File: src/hw/rtl/dpb_pkg.sv
// ----------------------------------------------------------------------------
// dpb_pkg
// Shared types and constants for the depth pixel back-projection block.
// ----------------------------------------------------------------------------
`default_nettype none

package dpb_pkg;

  // Size limits of the depth raster.
  localparam int MaxColumnsDefault = 4096;
  localparam int MaxRowsDefault    = 4096;

  // Configuration port.
  localparam int CfgIdxW  = 3;
  localparam int CfgDataW = 16;

  localparam logic [CfgIdxW-1:0] CFG_FOCAL_X      = 3'd0;
  localparam logic [CfgIdxW-1:0] CFG_FOCAL_Y      = 3'd1;
  localparam logic [CfgIdxW-1:0] CFG_CENTER_X     = 3'd2;
  localparam logic [CfgIdxW-1:0] CFG_CENTER_Y     = 3'd3;
  localparam logic [CfgIdxW-1:0] CFG_IMAGE_WIDTH  = 3'd4;
  localparam logic [CfgIdxW-1:0] CFG_IMAGE_HEIGHT = 3'd5;

  // Register widths and reset values.
  localparam int IntrW = 16;
  localparam int SizeW = 13;

  localparam logic [IntrW-1:0] FOCAL_X_RST  = 16'd9600;
  localparam logic [IntrW-1:0] FOCAL_Y_RST  = 16'd9600;
  localparam logic [IntrW-1:0] CENTER_X_RST = 16'd5120;
  localparam logic [IntrW-1:0] CENTER_Y_RST = 16'd3840;
  localparam logic [SizeW-1:0] WIDTH_RST    = 13'd640;
  localparam logic [SizeW-1:0] HEIGHT_RST   = 13'd480;

  // Payload widths.
  localparam int DepthW = 16;
  localparam int ColorW = 8;
  localparam int CoordW = 32;
  localparam int IndexW = 24;

  // Arithmetic: numerator is 16*z*|d| + f/2, which needs 37 bits.
  localparam int ProdW    = 2 * IntrW;
  localparam int NumW     = ProdW + 5;
  localparam int DivSteps = NumW;
  localparam int StepCntW = $clog2(DivSteps);

  // Controller to datapath.
  typedef struct packed {
    logic advance;   // accepted pixel: step the raster counters
    logic capture;   // accepted pixel with depth: latch operands
    logic mul;       // form the two numerators
    logic div_step;  // one restoring division step in both lanes
    logic out_load;  // move the quotients into the output register
  } dpb_cmd_t;

  // Datapath to controller.
  typedef struct packed {
    logic depth_nz;  // depth of the offered pixel is nonzero
  } dpb_status_t;

endpackage

`default_nettype wire

File: src/hw/rtl/dpb_ctrl.sv
// ----------------------------------------------------------------------------
// dpb_ctrl
// Sequencer for the back-projection datapath and the output valid flag.
// ----------------------------------------------------------------------------
`default_nettype none

module dpb_ctrl (
  input  wire logic                 clk,
  input  wire logic                 rst_n,
  input  wire logic                 in_valid,
  output logic                      in_ready,
  output logic                      out_valid,
  input  wire logic                 out_ready,
  input  wire dpb_pkg::dpb_status_t status,
  output dpb_pkg::dpb_cmd_t         cmd
);

  typedef enum logic [1:0] {
    ST_IDLE,
    ST_MUL,
    ST_DIV,
    ST_DONE
  } state_t;

  state_t                          state_r, state_nxt;
  logic [dpb_pkg::StepCntW-1:0]    step_r, step_nxt;
  logic                            out_valid_r, out_valid_nxt;
  logic                            in_fire;
  logic                            out_free;

  assign in_ready = (state_r == ST_IDLE);
  assign in_fire  = in_valid && in_ready;
  assign out_free = !out_valid_r || out_ready;

  always_comb begin
    state_nxt     = state_r;
    step_nxt      = step_r;
    out_valid_nxt = out_valid_r && !out_ready;
    cmd           = '0;
    unique case (state_r)
      ST_IDLE: begin
        if (in_fire) begin
          cmd.advance = 1'b1;
          if (status.depth_nz) begin
            cmd.capture = 1'b1;
            state_nxt   = ST_MUL;
          end
        end
      end
      ST_MUL: begin
        cmd.mul   = 1'b1;
        step_nxt  = '0;
        state_nxt = ST_DIV;
      end
      ST_DIV: begin
        cmd.div_step = 1'b1;
        step_nxt     = step_r + 1'b1;
        if (step_r == dpb_pkg::StepCntW'(dpb_pkg::DivSteps - 1)) begin
          state_nxt = ST_DONE;
        end
      end
      ST_DONE: begin
        if (out_free) begin
          cmd.out_load  = 1'b1;
          out_valid_nxt = 1'b1;
          state_nxt     = ST_IDLE;
        end
      end
      default: state_nxt = ST_IDLE;
    endcase
  end

  always_ff @(posedge clk) begin
    if (!rst_n) begin
      state_r     <= ST_IDLE;
      step_r      <= '0;
      out_valid_r <= 1'b0;
    end else begin
      state_r     <= state_nxt;
      step_r      <= step_nxt;
      out_valid_r <= out_valid_nxt;
    end
  end

  assign out_valid = out_valid_r;

endmodule

`default_nettype wire

File: src/hw/rtl/dpb_datapath.sv
// ----------------------------------------------------------------------------
// dpb_datapath
// Configuration registers, raster counters, multipliers, two restoring
// dividers and the output register.
// ----------------------------------------------------------------------------
`default_nettype none

module dpb_datapath #(
  parameter int MAX_COLUMNS = dpb_pkg::MaxColumnsDefault,
  parameter int MAX_ROWS    = dpb_pkg::MaxRowsDefault
) (
  input  wire logic                          clk,
  input  wire logic                          rst_n,
  input  wire logic                          cfg_wr_en,
  input  wire logic [dpb_pkg::CfgIdxW-1:0]   cfg_index,
  input  wire logic [dpb_pkg::CfgDataW-1:0]  cfg_wdata,
  input  wire logic [dpb_pkg::DepthW-1:0]    in_depth_mm,
  input  wire logic [dpb_pkg::ColorW-1:0]    in_red_in,
  input  wire logic [dpb_pkg::ColorW-1:0]    in_green_in,
  input  wire logic [dpb_pkg::ColorW-1:0]    in_blue_in,
  output logic signed [dpb_pkg::CoordW-1:0]  out_point_x,
  output logic signed [dpb_pkg::CoordW-1:0]  out_point_y,
  output logic [dpb_pkg::DepthW-1:0]         out_point_z,
  output logic [dpb_pkg::ColorW-1:0]         out_red_out,
  output logic [dpb_pkg::ColorW-1:0]         out_green_out,
  output logic [dpb_pkg::ColorW-1:0]         out_blue_out,
  output logic [dpb_pkg::IndexW-1:0]         out_point_index,
  input  wire dpb_pkg::dpb_cmd_t             cmd,
  output dpb_pkg::dpb_status_t               status
);

  localparam int ColW  = (MAX_COLUMNS > 1) ? $clog2(MAX_COLUMNS) : 1;
  localparam int RowW  = (MAX_ROWS > 1) ? $clog2(MAX_ROWS) : 1;
  localparam int SizeW = dpb_pkg::SizeW;
  localparam int IntrW = dpb_pkg::IntrW;
  localparam int NumW  = dpb_pkg::NumW;
  localparam int CoordW = dpb_pkg::CoordW;

  // Configuration registers.
  logic [IntrW-1:0] focal_x_r, focal_y_r, center_x_r, center_y_r;
  logic [SizeW-1:0] width_r, height_r;

  always_ff @(posedge clk) begin
    if (!rst_n) begin
      focal_x_r  <= dpb_pkg::FOCAL_X_RST;
      focal_y_r  <= dpb_pkg::FOCAL_Y_RST;
      center_x_r <= dpb_pkg::CENTER_X_RST;
      center_y_r <= dpb_pkg::CENTER_Y_RST;
      width_r    <= dpb_pkg::WIDTH_RST;
      height_r   <= dpb_pkg::HEIGHT_RST;
    end else if (cfg_wr_en) begin
      unique case (cfg_index)
        dpb_pkg::CFG_FOCAL_X:      focal_x_r  <= cfg_wdata;
        dpb_pkg::CFG_FOCAL_Y:      focal_y_r  <= cfg_wdata;
        dpb_pkg::CFG_CENTER_X:     center_x_r <= cfg_wdata;
        dpb_pkg::CFG_CENTER_Y:     center_y_r <= cfg_wdata;
        dpb_pkg::CFG_IMAGE_WIDTH:  width_r    <= cfg_wdata[SizeW-1:0];
        dpb_pkg::CFG_IMAGE_HEIGHT: height_r   <= cfg_wdata[SizeW-1:0];
        default: ;
      endcase
    end
  end

  // Effective image size and divisors.
  logic [SizeW-1:0] eff_w, eff_h;
  logic [IntrW-1:0] div_x, div_y;

  assign eff_w = (width_r == '0) ? SizeW'(1) :
                 (width_r > SizeW'(MAX_COLUMNS)) ? SizeW'(MAX_COLUMNS) : width_r;
  assign eff_h = (height_r == '0) ? SizeW'(1) :
                 (height_r > SizeW'(MAX_ROWS)) ? SizeW'(MAX_ROWS) : height_r;
  assign div_x = (focal_x_r == '0) ? IntrW'(1) : focal_x_r;
  assign div_y = (focal_y_r == '0) ? IntrW'(1) : focal_y_r;

  assign status.depth_nz = (in_depth_mm != '0);

  // Raster counters.
  logic [ColW-1:0]            col_r;
  logic [RowW-1:0]            row_r;
  logic [dpb_pkg::IndexW-1:0] emit_r;
  logic                       col_wrap, row_wrap;

  assign col_wrap = (SizeW'(col_r) + SizeW'(1)) >= eff_w;
  assign row_wrap = (SizeW'(row_r) + SizeW'(1)) >= eff_h;

  always_ff @(posedge clk) begin
    if (!rst_n) begin
      col_r  <= '0;
      row_r  <= '0;
      emit_r <= '0;
    end else if (cmd.advance) begin
      if (col_wrap) begin
        col_r <= '0;
        if (row_wrap) begin
          row_r <= '0;
        end else begin
          row_r <= row_r + 1'b1;
        end
      end else begin
        col_r <= col_r + 1'b1;
      end
      if (col_wrap && row_wrap) begin
        emit_r <= '0;
      end else if (cmd.capture) begin
        emit_r <= emit_r + 1'b1;
      end
    end
  end

  // Operand capture: signed offset from the principal point in 1/16 px.
  logic [IntrW-1:0]           pos_x16, pos_y16;
  logic [IntrW-1:0]           mag_x_r, mag_y_r;
  logic                       neg_x_r, neg_y_r;
  logic [dpb_pkg::DepthW-1:0] z_r;
  logic [dpb_pkg::ColorW-1:0] red_r, green_r, blue_r;
  logic [dpb_pkg::IndexW-1:0] idx_r;

  assign pos_x16 = IntrW'({col_r, 4'b0000});
  assign pos_y16 = IntrW'({row_r, 4'b0000});

  always_ff @(posedge clk) begin
    if (cmd.capture) begin
      neg_x_r <= pos_x16 < center_x_r;
      neg_y_r <= pos_y16 < center_y_r;
      mag_x_r <= (pos_x16 < center_x_r) ? (center_x_r - pos_x16) : (pos_x16 - center_x_r);
      mag_y_r <= (pos_y16 < center_y_r) ? (center_y_r - pos_y16) : (pos_y16 - center_y_r);
      z_r     <= in_depth_mm;
      red_r   <= in_red_in;
      green_r <= in_green_in;
      blue_r  <= in_blue_in;
      idx_r   <= emit_r;
    end
  end

  // Numerators and restoring division, one quotient bit per cycle per lane.
  logic [dpb_pkg::ProdW-1:0] prod_x, prod_y;
  logic [NumW-1:0]           quo_x_r, quo_y_r;
  logic [IntrW-1:0]          rem_x_r, rem_y_r;
  logic [IntrW:0]            sh_x, sh_y, df_x, df_y;

  assign prod_x = z_r * mag_x_r;
  assign prod_y = z_r * mag_y_r;

  assign sh_x = {rem_x_r, quo_x_r[NumW-1]};
  assign sh_y = {rem_y_r, quo_y_r[NumW-1]};
  assign df_x = sh_x - {1'b0, div_x};
  assign df_y = sh_y - {1'b0, div_y};

  always_ff @(posedge clk) begin
    if (cmd.mul) begin
      quo_x_r <= NumW'({prod_x, 4'b0000}) + NumW'(div_x >> 1);
      quo_y_r <= NumW'({prod_y, 4'b0000}) + NumW'(div_y >> 1);
      rem_x_r <= '0;
      rem_y_r <= '0;
    end else if (cmd.div_step) begin
      if (sh_x >= {1'b0, div_x}) begin
        rem_x_r <= df_x[IntrW-1:0];
        quo_x_r <= {quo_x_r[NumW-2:0], 1'b1};
      end else begin
        rem_x_r <= sh_x[IntrW-1:0];
        quo_x_r <= {quo_x_r[NumW-2:0], 1'b0};
      end
      if (sh_y >= {1'b0, div_y}) begin
        rem_y_r <= df_y[IntrW-1:0];
        quo_y_r <= {quo_y_r[NumW-2:0], 1'b1};
      end else begin
        rem_y_r <= sh_y[IntrW-1:0];
        quo_y_r <= {quo_y_r[NumW-2:0], 1'b0};
      end
    end
  end

  // Sign and saturation to 32 bits.
  localparam logic [NumW-1:0]   PosMax = NumW'(32'h7FFF_FFFF);
  localparam logic [NumW-1:0]   NegMax = NumW'(33'h1_0000_0000) >> 1;
  localparam logic [CoordW-1:0] SatPos = 32'h7FFF_FFFF;
  localparam logic [CoordW-1:0] SatNeg = 32'h8000_0000;

  logic [CoordW-1:0] sat_x, sat_y;

  always_comb begin
    if (neg_x_r) begin
      sat_x = (quo_x_r >= NegMax) ? SatNeg : (CoordW'(0) - quo_x_r[CoordW-1:0]);
    end else begin
      sat_x = (quo_x_r > PosMax) ? SatPos : quo_x_r[CoordW-1:0];
    end
    if (neg_y_r) begin
      sat_y = (quo_y_r >= NegMax) ? SatNeg : (CoordW'(0) - quo_y_r[CoordW-1:0]);
    end else begin
      sat_y = (quo_y_r > PosMax) ? SatPos : quo_y_r[CoordW-1:0];
    end
  end

  // Output register.
  always_ff @(posedge clk) begin
    if (cmd.out_load) begin
      out_point_x     <= sat_x;
      out_point_y     <= sat_y;
      out_point_z     <= z_r;
      out_red_out     <= red_r;
      out_green_out   <= green_r;
      out_blue_out    <= blue_r;
      out_point_index <= idx_r;
    end
  end

endmodule

`default_nettype wire

File: src/hw/rtl/depth_pixel_backprojection.sv
// ----------------------------------------------------------------------------
// depth_pixel_backprojection
// Turns a raster stream of depth pixels into colored 3-D points.
// ----------------------------------------------------------------------------
// Each beat on the input channel is one depth pixel (millimeters) with its
// color, in raster order; column, row and point counters follow the raster and
// wrap at the programmed image size. A pixel with zero depth produces no point
// and does not stall the input. Any other pixel produces one point with
// z = depth, x = round(16*z*(16*col - center_x)/focal_x) and the same for y in
// 1/16 mm, saturated to signed 32 bits, together with its color and its index
// within the frame. The operands are latched at the edge that accepts the
// pixel, the multipliers then form the numerators, the bit-per-cycle
// restoring dividers form x and y side by side, and the result is then
// loaded into the output register. The next pixel is accepted in the
// cycle after the result is loaded, even while that result still waits on
// the output, so a pixel with depth is not taken until the point before it
// has been loaded; a result that is still waiting when the next one is
// ready holds the block until it leaves. Write the configuration registers
// only while the block is idle.
// ----------------------------------------------------------------------------
`default_nettype none

module depth_pixel_backprojection #(
  parameter int MAX_COLUMNS = dpb_pkg::MaxColumnsDefault,
  parameter int MAX_ROWS    = dpb_pkg::MaxRowsDefault
) (
  input  wire logic                          clk,
  input  wire logic                          rst_n,
  // Configuration write port.
  input  wire logic                          cfg_wr_en,
  input  wire logic [dpb_pkg::CfgIdxW-1:0]   cfg_index,
  input  wire logic [dpb_pkg::CfgDataW-1:0]  cfg_wdata,
  // Pixel input channel.
  input  wire logic                          in_valid,
  output logic                               in_ready,
  input  wire logic [dpb_pkg::DepthW-1:0]    in_depth_mm,
  input  wire logic [dpb_pkg::ColorW-1:0]    in_red_in,
  input  wire logic [dpb_pkg::ColorW-1:0]    in_green_in,
  input  wire logic [dpb_pkg::ColorW-1:0]    in_blue_in,
  // Point output channel.
  output logic                               out_valid,
  input  wire logic                          out_ready,
  output logic signed [dpb_pkg::CoordW-1:0]  out_point_x,
  output logic signed [dpb_pkg::CoordW-1:0]  out_point_y,
  output logic [dpb_pkg::DepthW-1:0]         out_point_z,
  output logic [dpb_pkg::ColorW-1:0]         out_red_out,
  output logic [dpb_pkg::ColorW-1:0]         out_green_out,
  output logic [dpb_pkg::ColorW-1:0]         out_blue_out,
  output logic [dpb_pkg::IndexW-1:0]         out_point_index
);

  dpb_pkg::dpb_cmd_t    cmd;
  dpb_pkg::dpb_status_t status;

  // The controller sequences one pixel at a time and owns the output valid.
  dpb_ctrl u_ctrl (
    .clk       (clk),
    .rst_n     (rst_n),
    .in_valid  (in_valid),
    .in_ready  (in_ready),
    .out_valid (out_valid),
    .out_ready (out_ready),
    .status    (status),
    .cmd       (cmd)
  );

  // The datapath holds configuration, counters, arithmetic and the payload.
  dpb_datapath #(
    .MAX_COLUMNS (MAX_COLUMNS),
    .MAX_ROWS    (MAX_ROWS)
  ) u_datapath (
    .clk             (clk),
    .rst_n           (rst_n),
    .cfg_wr_en       (cfg_wr_en),
    .cfg_index       (cfg_index),
    .cfg_wdata       (cfg_wdata),
    .in_depth_mm     (in_depth_mm),
    .in_red_in       (in_red_in),
    .in_green_in     (in_green_in),
    .in_blue_in      (in_blue_in),
    .out_point_x     (out_point_x),
    .out_point_y     (out_point_y),
    .out_point_z     (out_point_z),
    .out_red_out     (out_red_out),
    .out_green_out   (out_green_out),
    .out_blue_out    (out_blue_out),
    .out_point_index (out_point_index),
    .cmd             (cmd),
    .status          (status)
  );

  // A pixel without depth never stalls the input.
  a_zero_depth_no_stall: assert property (@(posedge clk) disable iff (!rst_n)
    in_valid && in_ready && (in_depth_mm == '0) |=> in_ready)
    else $error("input stalled after a zero-depth pixel");

  // A pixel with depth keeps the block busy while its point is computed.
  a_depth_busy: assert property (@(posedge clk) disable iff (!rst_n)
    in_valid && in_ready && (in_depth_mm != '0) |=> !in_ready)
    else $error("input accepted while a point is being computed");

  // Every point carries a nonzero depth.
  a_point_z_nonzero: assert property (@(posedge clk) disable iff (!rst_n)
    out_valid |-> (out_point_z != '0))
    else $error("point with zero depth on the output");

endmodule

`default_nettype wire

File: config.mk
export PLATFORM = sky130hd
export DESIGN_NAME = depth_pixel_backprojection
export DESIGN_NICKNAME = d
export VERILOG_FILES = /design/src/hw/rtl/dpb_pkg.sv /design/src/hw/rtl/dpb_ctrl.sv /design/src/hw/rtl/dpb_datapath.sv /design/src/hw/rtl/depth_pixel_backprojection.sv
export SDC_FILE = /design/constraint.sdc
export NUM_CORES = 2
export LEC_CHECK = 0
export BUFFER_PORTS_ARGS = -buffer_cell sky130_fd_sc_hd__buf_2
export CAP_MARGIN = 20
export CORE_ASPECT_RATIO = 1.25
export CORE_UTILIZATION = 45
export CTS_CLUSTER_DIAMETER = 60
export DETAILED_ROUTE_END_ITERATION = 16
export GPL_TIMING_DRIVEN = 0
export PLACE_DENSITY = 0.61
export SYNTH_ARGS = -nofsm -noshare
export SYNTH_HDL_FRONTEND = slang
export SYNTH_SLANG_ARGS = --single-unit
File: constraint.sdc
create_clock -name clk -period 11.47 [get_ports clk]
set_input_delay 2.294 -clock clk [delete_from_list [all_inputs] [get_ports clk]]
set_output_delay 2.294 -clock clk [all_outputs]
set_load 0.005 [all_outputs]
# == Yosys cells after proc, flatten, opt, wreduce, memory -nomap -nowiden ==
# Cells that the tools add are included.
# totals
regBits,479
input_bits,64
# classes
multipliers,2
n_addsub,16
n_reduce_logical,25
order_cmp,12
muxes,41
n_eq_ne,13
# op_table
operator,n
$mux W32,6
$mux W37,4
$mux W16,6
$sub A16 B16 Y16,6
$add A36 B15 Y37,2
$ge A37 B32 Y1 const B,2
$gt A37 B31 Y1 const B,2
$mul A16 B16 Y32,2
$sub A1 B32 Y32 const A,2
$mux W13,4
$mux W24,2
$ge A17 B16 Y1,2
$logic_not A16 Y1,2
$lt A16 B16 Y1,2
$add A12 B1 Y13 const B,2
$ge A13 B13 Y1,2
$gt A13 B13 Y1 const B,2
$logic_not A13 Y1,2
$add A12 B1 Y12 const B,2
$add A24 B1 Y24 const B,1
$mux W12,2
$reduce_and A2 Y1,8
$reduce_bool A16 Y1,1
$mux W2,6
19 further kinds,37

# == Depth between registers and ports, before layout ==
# depth
depth_word,7
ltp_mapped,29

# == Cells and area by module ==
# From an unflattened synthesis, not the netlist that was laid out.
# hier_totals
hier_cells,4736
hier_area_um2,43188.9
# by_module_without_submodules
mod,cells_per_inst,instances,seq_area_each_um2,area_per_inst_um2
dpb_datapath,4683,1,12411.9,42708.5
dpb_ctrl,53,1,180.2,480.5

# == Worst setup path before layout ==
# OpenSTA, ideal clock, no wires.
# synth_path
kind,input port to flip-flop
from,input port out_ready
to,"register u_datapath.out_blue_out[0] (netlist name), enable pin"
cell_stages,2
setup_slack_ns,2.820
t_required_ns,10.838
arrival_time_ns,8.018
path_cell_list,nor2b_1 -> nor2b_1
# synth_lines
element,line,source
"start, declared",depth_pixel_backprojection.sv:42,"input wire logic out_ready,"
"end signal, assigned",dpb_datapath.sv:202,out_blue_out <= blue_r;
"end, declared",dpb_datapath.sv:26,"output logic [dpb_pkg::ColorW-1:0] out_blue_out,"

# == Worst setup path after layout ==
# layout_path
from,register u_datapath.z_r[2] (netlist name)
to,"register u_datapath.quo_y_r[35], data pin"
# layout_via
elab_chain_len,3
# layout_rtl
element,line,source
"start, declared",dpb_datapath.sv:114,logic [dpb_pkg::DepthW-1:0] z_r;
"start signal, assigned",dpb_datapath.sv:127,z_r <= in_depth_mm;
$mul A16 B16 Y32,dpb_datapath.sv:142,assign prod_y = z_r * mag_y_r;
$add A36 B15 Y37,dpb_datapath.sv:152,"quo_y_r <= NumW'({prod_y, 4'b0000}) + NumW'(div_y >> 1);"
$mux W37,dpb_datapath.sv:150,if (cmd.mul) begin
"end signal, assigned",dpb_datapath.sv:152,
"end signal, assigned",dpb_datapath.sv:165,"quo_y_r <= {quo_y_r[NumW-2:0], 1'b1};"
"end signal, assigned",dpb_datapath.sv:168,"quo_y_r <= {quo_y_r[NumW-2:0], 1'b0};"
"end, declared",dpb_datapath.sv:137,"logic [NumW-1:0] quo_x_r, quo_y_r;"
# Every way passes these cells.
# A chain may end at the register's enable or synchronous reset.

==> results_dict.tcl <==
set metrics [dict create \
    grt.met1_usage_pct 32.4 \
    design.portCount 194 \
    finalNetCount 5886 \
    worstHoldPathType "flop to flop" \
    path_class "flop to flop" \
    drc 0 \
    ys_ff_latch 479 \
    synth_nets 5628 \
    grt.overflow.total 0 \
    drive_gt1_share_pct 7.36 \
    cp_max_fo 10 \
    cts_buffer_depth 3 \
    yosys.area.top_type "edfxtp_1" \
    die_h_um 350 \
    synth-warning-count 0 \
    finClkSkew_ns 0.0495 \
    grt_antenna_before_repair 6 \
    worstMarginPinSlew_ns 1.09 \
    startpoint "u_datapath.z_r[2]" \
    final-hold-violation-count 0 \
    gp_congestion 0.956 \
    grt_pass1_vias 36000 \
    synth.avg_cell_area_um2 9.04 \
    grt_max_degree 74 \
    cts-resized-gates 0 \
    initial_core_util_pct 45.4 \
    rsz0062_at_grt "no" \
    slew_headroom_pct 26.7 \
    clkLatencyLatePin_ns 0.69 \
    synthesis.area_mm2 0.0436 \
    fillers 9307 \
    core_mm2 0.0960 \
    dpl.hpwl_mm 102 \
    core.rowCount 127 \
    synth_edf_count 300 \
    synth.distinct_cells 88 \
    die_area_mm2 0.0981 \
    cts_max_level 2 \
    postCtsHoldBufs 0 \
    use_met2_pct 46.4 \
    required_ns 11.87 \
    synth_top_area_share_pct 20.7 \
    area.growth.synth_to_final_pct 10.8 \
    finalSetupViolations 0 \
    status "finished, final reports clean" \
    startpoint_type "flop" \
    ant_nets 0 \
    synth-seq-area-share_pct 28.9 \
    async_flop_share_pct 0 \
    cp.arrival_ns 8.86 \
    grt_usage_pct 26.7 \
    ys.flop_type "edfxtp_1" \
    gr-usage-met3_pct 3.97 \
    numPortBuffers 192 \
    tns_ns 0 \
    numClockSinks 479 \
    slew_violations 0 \
    wl_per_cell_um 20.2 \
    fmax_mhz 118 \
    period_share_pct 73.8 \
    worstHoldStart "u_datapath.red_r[6]" \
    num_vias 35500 \
    avgViaCountPerCell 5.53 \
    post_cts_buffers 0 \
    yosysMostFrequentCell "nand2_1" \
    grt.busiest_layer "met2" \
    cap_violations 0 \
    synth.area.top_cells "edfxtp_1 (21%), fa_1 (18%), ha_1 (10%), dfxtp_1 (8.2%), nand2_1 (5.9%)" \
    firstDrtPassIters 6 \
    grt_pass1_wl_mm 202 \
    drtIter0Drc 2477 \
    cts_made_buffers 56 \
    cts_tree "built" \
    synth_commonest_cells "nand2_1 (681), inv_1 (616), fa_1 (394), ha_1 (347), a21oi_1 (329)" \
    root_buffer "clkbuf_16" \
    post-route-min-period_ns 8.46 \
    path_clk_slew_ns 0.06 \
    syn_inst 4823 \
    r2r-start "u_datapath.z_r[2]" \
    die_w_um 280 \
    end_kind "flop" \
    postRouteWirelength_mm 130 \
]
## cell type report
cell class              instances  area (µm²)  area share (%)
repair buffers                200        1110            2.30
well taps                    1290        1610            3.34
clock inverters                35         450           0.932
inverters                     617        2320            4.79
diodes                          4        10.0          0.0207
flip-flops and latches        479       12600            26.1
multi-input cells            3472       27700            57.4
clock buffers                  65        1520            3.14
plain buffers                 255         983            2.04
## kinds of logic (layout without fill, tap and decap cells)
logic type               count (synthesis)  in the layout  share of synthesized area, %
adder cells (fa/ha/maj)                741            741                          28.1
multiplexers                            65             65                          1.56
XOR/XNOR                               172            172                          3.46
AND/OR/NAND/NOR                       1652           1652                          18.4
AO/OA/AOI/OAI                          842            842                          12.1
buffers and inverters                  872           1172                          7.57
flip-flops                             479            479                          28.9
other                                    0              4                             0
## critical path, cell delays in order, from the launching register on
cell and delay [ns]:
edfxtp_1 0.58, clkbuf_1 0.77, and2_1 0.27, fa_1 0.46, fa_1 0.52, fa_1 0.55
fa_1 0.54, fa_1 0.56, inv_1 0.06, fa_1 0.55, inv_1 0.05, ha_1 0.27
clkbuf_1 0.23, a21oi_1 0.33, o21ai_0 0.27, nor3_1 0.58, a2111oi_0 0.26, o21a_1 0.27
nor3_1 0.45, nand4_1 0.18, xor2_1 0.18, mux2_2 0.28
## routing by layer
layer  up-vias  wire (µm)
met5         -         18
met4         4       6560
met3       318       7990
met2      1116      63300
met1     17400      51600
li1      16700          -
## worst paths after layout
check	end	slack, ns	cells after the start
worst max-delay path	u_datapath.quo_y_r[35]	3.01	21
worst min-delay path	u_datapath.out_red_out[6]	0.42	0
worst max register to register	u_datapath.quo_y_r[35]	3.01	21
worst min register to register	u_datapath.out_red_out[6]	0.42	0
## placed cells by master (no fill, tap or decap), types with 18 or more instances in the layout
master	count
nand2b_1	30
xor2_1	58
nor4_1	43
nor2_1	248
o21a_1	18
and2_1	250
and3_1	35
clkbuf_16	57
xnor2_1	114
mux2i_1	41
ha_1	346
or3_1	25
buf_2	203
nand4_1	51
o21ai_0	139
a21oi_1	329
nor3_1	83
a21o_1	61
inv_1	616
edfxtp_1	300
mux2_2	24
nand2_1	681
a31oi_1	26
fa_1	394
nand3_1	82
a211oi_1	43
or4_1	21
o31ai_1	26
clkbuf_1	235
nor2b_1	30
dfxtp_1	179
o211ai_1	43
## stage by stage
step / cells / hold WS (ns) / setup WS (ns) / area [µm²] / utilization (%)
after detailed placement: 6313 / 0.405 / 3.07 / 46300 / 48.3
after CTS: 6413 / 0.417 / 3.04 / 48300 / 50.3
after global routing: 6413 / 0.423 / 2.53 / 48300 / 50.3
after global placement: 6305 / 0.400 / -0.789 / 46200 / 48.1
after floorplan: 4823 / 0.400 / 2.82 / 43600 / -
final: 6417 / 0.417 / 3.01 / 48300 / 50.3
## state kept, by name, summed over array words and instances, names as in the netlist, 24 cells and up
register / flops
u_datapath.out_point_y: 32
u_datapath.out_point_index: 24
u_datapath.out_point_x: 32
u_datapath.idx_r: 24
u_datapath.emit_r: 24
u_datapath.quo_y_r: 37
u_datapath.quo_x_r: 37
Power is not shown: default switching activity piles up to over one toggle a cycle in this logic, so the estimate is an artifact.
